File: config.mk
export PLATFORM = sky130hd
export DESIGN_NAME = ppqdk_ram
export DESIGN_NICKNAME = d
export VERILOG_FILES = /design/src/hw/rtl/ppqdk_ram.sv
export SDC_FILE = /design/constraint.sdc
export NUM_CORES = 1
export LEC_CHECK = 0
export BUFFER_PORTS_ARGS = -buffer_cell sky130_fd_sc_hd__buf_2
export CAP_MARGIN = 20
export CORE_UTILIZATION = 45
export CTS_CLUSTER_SIZE = 20
export DETAILED_ROUTE_END_ITERATION = 7
export PLACE_DENSITY = 0.64
export SLEW_MARGIN = 20
export SYNTH_ARGS = -nofsm -noshare
export SYNTH_HDL_FRONTEND = slang
export SYNTH_SLANG_ARGS = --single-unit
File: constraint.sdc
create_clock -name aclk -period 1.8 [get_ports aclk]
set_input_delay 0 -clock aclk [delete_from_list [all_inputs] [get_ports aclk]]
set_output_delay 0 -clock aclk [all_outputs]
set_load 0.01 [all_outputs]
File: src/hw/rtl/ppqdk_ram.sv
// ----------------------------------------------------------------------------
// ppqdk_ram
// Generic single-port RAM with registered read data.
// ----------------------------------------------------------------------------
module ppqdk_ram #(
    parameter int WIDTH = 8,
    parameter int DEPTH = 16
) (
    input  logic                     aclk,
    input  logic                     we,
    input  logic [$clog2(DEPTH)-1:0] addr,
    input  logic [WIDTH-1:0]         wdata,
    output logic [WIDTH-1:0]         rdata
);
    logic [WIDTH-1:0] mem [DEPTH];

    always_ff @(posedge aclk) begin
        if (we) begin
            mem[addr] <= wdata;
        end
        rdata <= mem[addr];
    end
endmodule

==> Yosys cells after proc, flatten, opt, wreduce, memory -nomap -nowiden <==
Memories as Yosys holds them, arrays and structs flattened. A register that Yosys moved wholly into a read port is not among the register bits.
Cells that the tools add are included.
{ "totals": {"register_bits": 0, "mem_bits_rw": 128, "input_bits": 14, "output_inout_bits": 8, "elab_cells": 3, "n_memories": 1} }
{ "memory_table": {"columns": ["name", "words", "width", "read_ports", "rd_ports_with_merged_regs", "wr", "line", "rtl"], "rows": [
  ["mem", 16, 8, 1, 1, 1, "15", "logic [WIDTH-1:0] mem [DEPTH];"]
]} }
{ "classes": {"n_mux": 2} }
{ "ops": {"columns": ["cell", "n"], "rows": [
  ["1-bit two-way mux", 2]
]} }

==> Logic depth before layout (Yosys ltp) <==
{ "depth": {"depth_word": 2, "mapped_depth": 5, "mapped_depth_nobuf": 3} }

==> Worst setup path before layout <==
No wires, ideal clock.
{ "synth_path": {"path_kind": "input to register", "from": "input addr[2]", "to": "memory mem[0][0], enable pin", "setup_ns": 0.383, "t_arrival_ns": 1.110, "required_ns": 1.417, "path_slack_ns": 0.307, "stages": 2, "n_path_buf": 0, "cell_sequence": "or3b_2 -> nor3_1"} }
{ "synth_rtl": {"columns": ["element", "line", "rtl"], "rows": [
  ["start, declared", "11", "input logic [$clog2(DEPTH)-1:0] addr,"],
  ["end, declared", "15", null]
]} }
Straight into the memory's write port.

==> impl_results.md <==
* Max-cap violations at 0
* Largest area contributor in the netlist: edfxtp_1
* Setup bufs post-CTS at 0
* Post-Syn Area at 5070 um^2
* R2R Setup Slk at 0.38 ns
* Skew final at 0.00420 ns
* DRC violations left at 0
* CP Max Fanout at 1
* DP Worst Slack at 0.0850 ns
* Final WL at around 9900 um
* Hold Crit Class: primary input to register
* RD Place Congestion at 0.730
* Crit path DAT at ~1.8 ns
* Final hold vios at 0
* #FFs+latches synth at between 100 and 150
* Post-synth top area share at 75.9%
* Synth Area per Inst at around 22 um^2
* Clk buf depth at 2
* Yosys warns at 0
* Final critical-path required period at about 1.4 ns
* Worst-Margin Slew at 0.464 ns
* First-pass GRT wire length at 15200 um
* Reg-to-Reg End: rdata[7]
* Largest net degree at the start of global routing at 21
* Int Pwr at 5.73 mW
* CP max stage delay at 0.47 ns
* Post-DP HPWL at 6510 um
* DRT antenna net count at 0
* FF-to-FF path depth at 3
* CTS root buf: clkbuf_8
* Worst-path cell chain: mux4_2, a22oi_1, nand2_1
* CP max stage cell: mux4_2
* Max VDD drop at 0.624 mV
* Switching part of the total power at 19.7%
* Routed vias at 2469
* Final period util at 78.7%
* Top FF cell, synth: edfxtp_1
* Met2 WL at 4960 um
* Clock network power share at a little under half
* Seq/Total Area, Yosys at 79.0%
* DR WL/cell at between 20 and 25 um
* Vias per inst at 5.44
* DRT iter0 DRCs at 146
* Initial Util at 46.5%
* CTS Sinks at around 140
* Clock transition at path regs at 0.06 ns
* H-tree lvl count at 4
* Setup TNS at 0 ns
* Combinational power share at 5.1%
* Diodes inserted at 0
* Cell variety after synth at 18
* Core Box Area at ~11000 um^2
* Power per cell area at roughly 1200 nW/um^2
* NumNets Final at around 320
* Wl on met1 at 4340 um
* Initial antenna violation count at 0
* Mapped Cells at 230
* Clock Latency Late Sink at 0.52 ns
* Detailed Routing Iterations Pass 1 at 4
* Most frequent cells after synthesis: edfxtp_1, mux4_2, a22oi_1, nor2_1, nand2_1
* Setup violations, final at 0
* Global-route usage over all layers at 19.5%
* Vias in the first global route at ~2.7k
* I/O pin total at 22
* Hold Startpoint: we
* Maximum clock frequency at 0.706 GHz
* PnR worst setup slack at about 0.38 ns
* Post-synth EDFFs at 128
* PortBufs at 21
* Worst R2R Start: mem[3][7]
* CTS buffer count at 17
* Die ar. at 11700 um^2
* Die X at roughly 110 um
* Async set-reset flop share out of synthesis at 0%
* Chip height at between 100 and 150 um
* Synthesized Nets at 244
* Crit path capture type: register
* RSZ-0062 raised after global routing: no
* DR top layer: met4
* Hold-critical path depth at 3
* GRT overflow at 0
* Most frequent cell after synthesis: edfxtp_1
* Max Slew Vio Count at 0
* Status: complete, no violations
* WP data required at ~2.2 ns
* Synth top area cells: edfxtp_1, mux4_2, dfxtp_1, a22oi_1, nor2_1
* Startpoint Class: register
* Pleak at 2.11 nW
* CTS tree: yes
* Crit path kind: register to register
* Sequential power share at 49.9%
* Share of layout cells above drive strength 1 at about 37%
* Rel. slew slack at 69.1%
* NetSw at between 1 and 1.5 mW
* Site Rows at 38
* Worst min-delay path endpoint: mem[8][3]
* Met3 wire len at between 300 and 400 um
* Area grow syn2layout at 22.2%
worst max-delay path, delay by kind of cell (launching register included):
family	cells	cell delay, ns
flip-flops	1	0.37
AND/OR/NAND/NOR	1	0.13
AO/OA/AOI/OAI	1	0.32
multiplexers	1	0.47
kinds of logic after synthesis:
| family | synth area share [%] |
|---|---|
| buf+inv | 1.19 |
| mux | 14.2 |
| simple gates | 3.21 |
| flops | 79.0 |
| compound gates | 2.37 |
routing by layer:
layer,GRT usage [%],up-vias
met5,0,-
li1,-,1102
met1,25.5,1298
met2,30.7,53
met3,4.76,16
met4,9.98,0
per-stage QoR:
step / instances / instance area, um^2 / hold slack (ns) / power [mW] / util (%)
final: 454 / 6190 / 0.0289 / 7.15 / 56.9
after global routing: 454 / 6190 / 0.0279 / 7.38 / 56.9
after CTS: 454 / 6190 / 0.0108 / 7.21 / 56.9
after detailed placement: 414 / 5560 / 0.395 / 3.99 / 51.0
after global placement: 414 / 5560 / 0.393 / 3.98 / 51.0
after floorplan: 230 / 5070 / 0.0989 / 3.81 / -
flip-flops by register name, indices dropped and copies added (netlist names):
name	flops
rdata	8
mem	128
power groups by stage:
stage               clock (mW)  sequential [mW]  combinational, mW
finish                    3.22             3.57              0.361
global route              3.41             3.57              0.395
CTS                       3.28             3.57              0.370
detailed placement           0             3.63              0.355
global placement             0             3.63              0.347
floorplan                    0             3.63              0.182
placed cells by master (no fill, tap or decap):
cell	n
or3b_2	1
buf_2	21
nand2_1	9
clkbuf_1	4
dlygate4sd3_1	8
clkinv_4	1
buf_4	33
dfxtp_1	8
clkbuf_8	3
nand2b_1	2
nor2_1	13
nand3_1	1
nand3b_1	2
clkbuf_16	16
edfxtp_1	128
bufinv_16	2
buf_12	1
nor3_1	4
and2_1	1
a22oi_1	16
mux4_2	32
nor2b_1	2
clkinv_2	6
area by class of cell:
cell class / instances / area [um^2]
sequential: 136 / 4000
multi-input combinational: 83 / 1000
clock buffer: 23 / 457
tap: 140 / 175
clock inverter: 9 / 98.8
timing repair buffer: 63 / 453
fill: 808 / 4700
timing repair:
item | 4_1_cts | 5_1_grt
endpoints found under the hold margin | 128 | 0
hold buffers | 8 | 0
gates resized for setup | 0 | 0
worst max path at each step:
| stage | start | endpoint | slack, ns |
|---|---|---|---|
| floorplan | addr[2] | mem[0][0] | 0.31 |
| global placement | addr[0] | rdata[5] | 0.10 |
| detailed placement | addr[0] | rdata[5] | 0.08 |
| CTS | mem[11][5] | rdata[5] | 0.38 |
| global route | mem[3][7] | rdata[7] | 0.31 |
| finish | mem[3][7] | rdata[7] | 0.38 |
No activity file was read; power rests on OpenSTA's default activity.
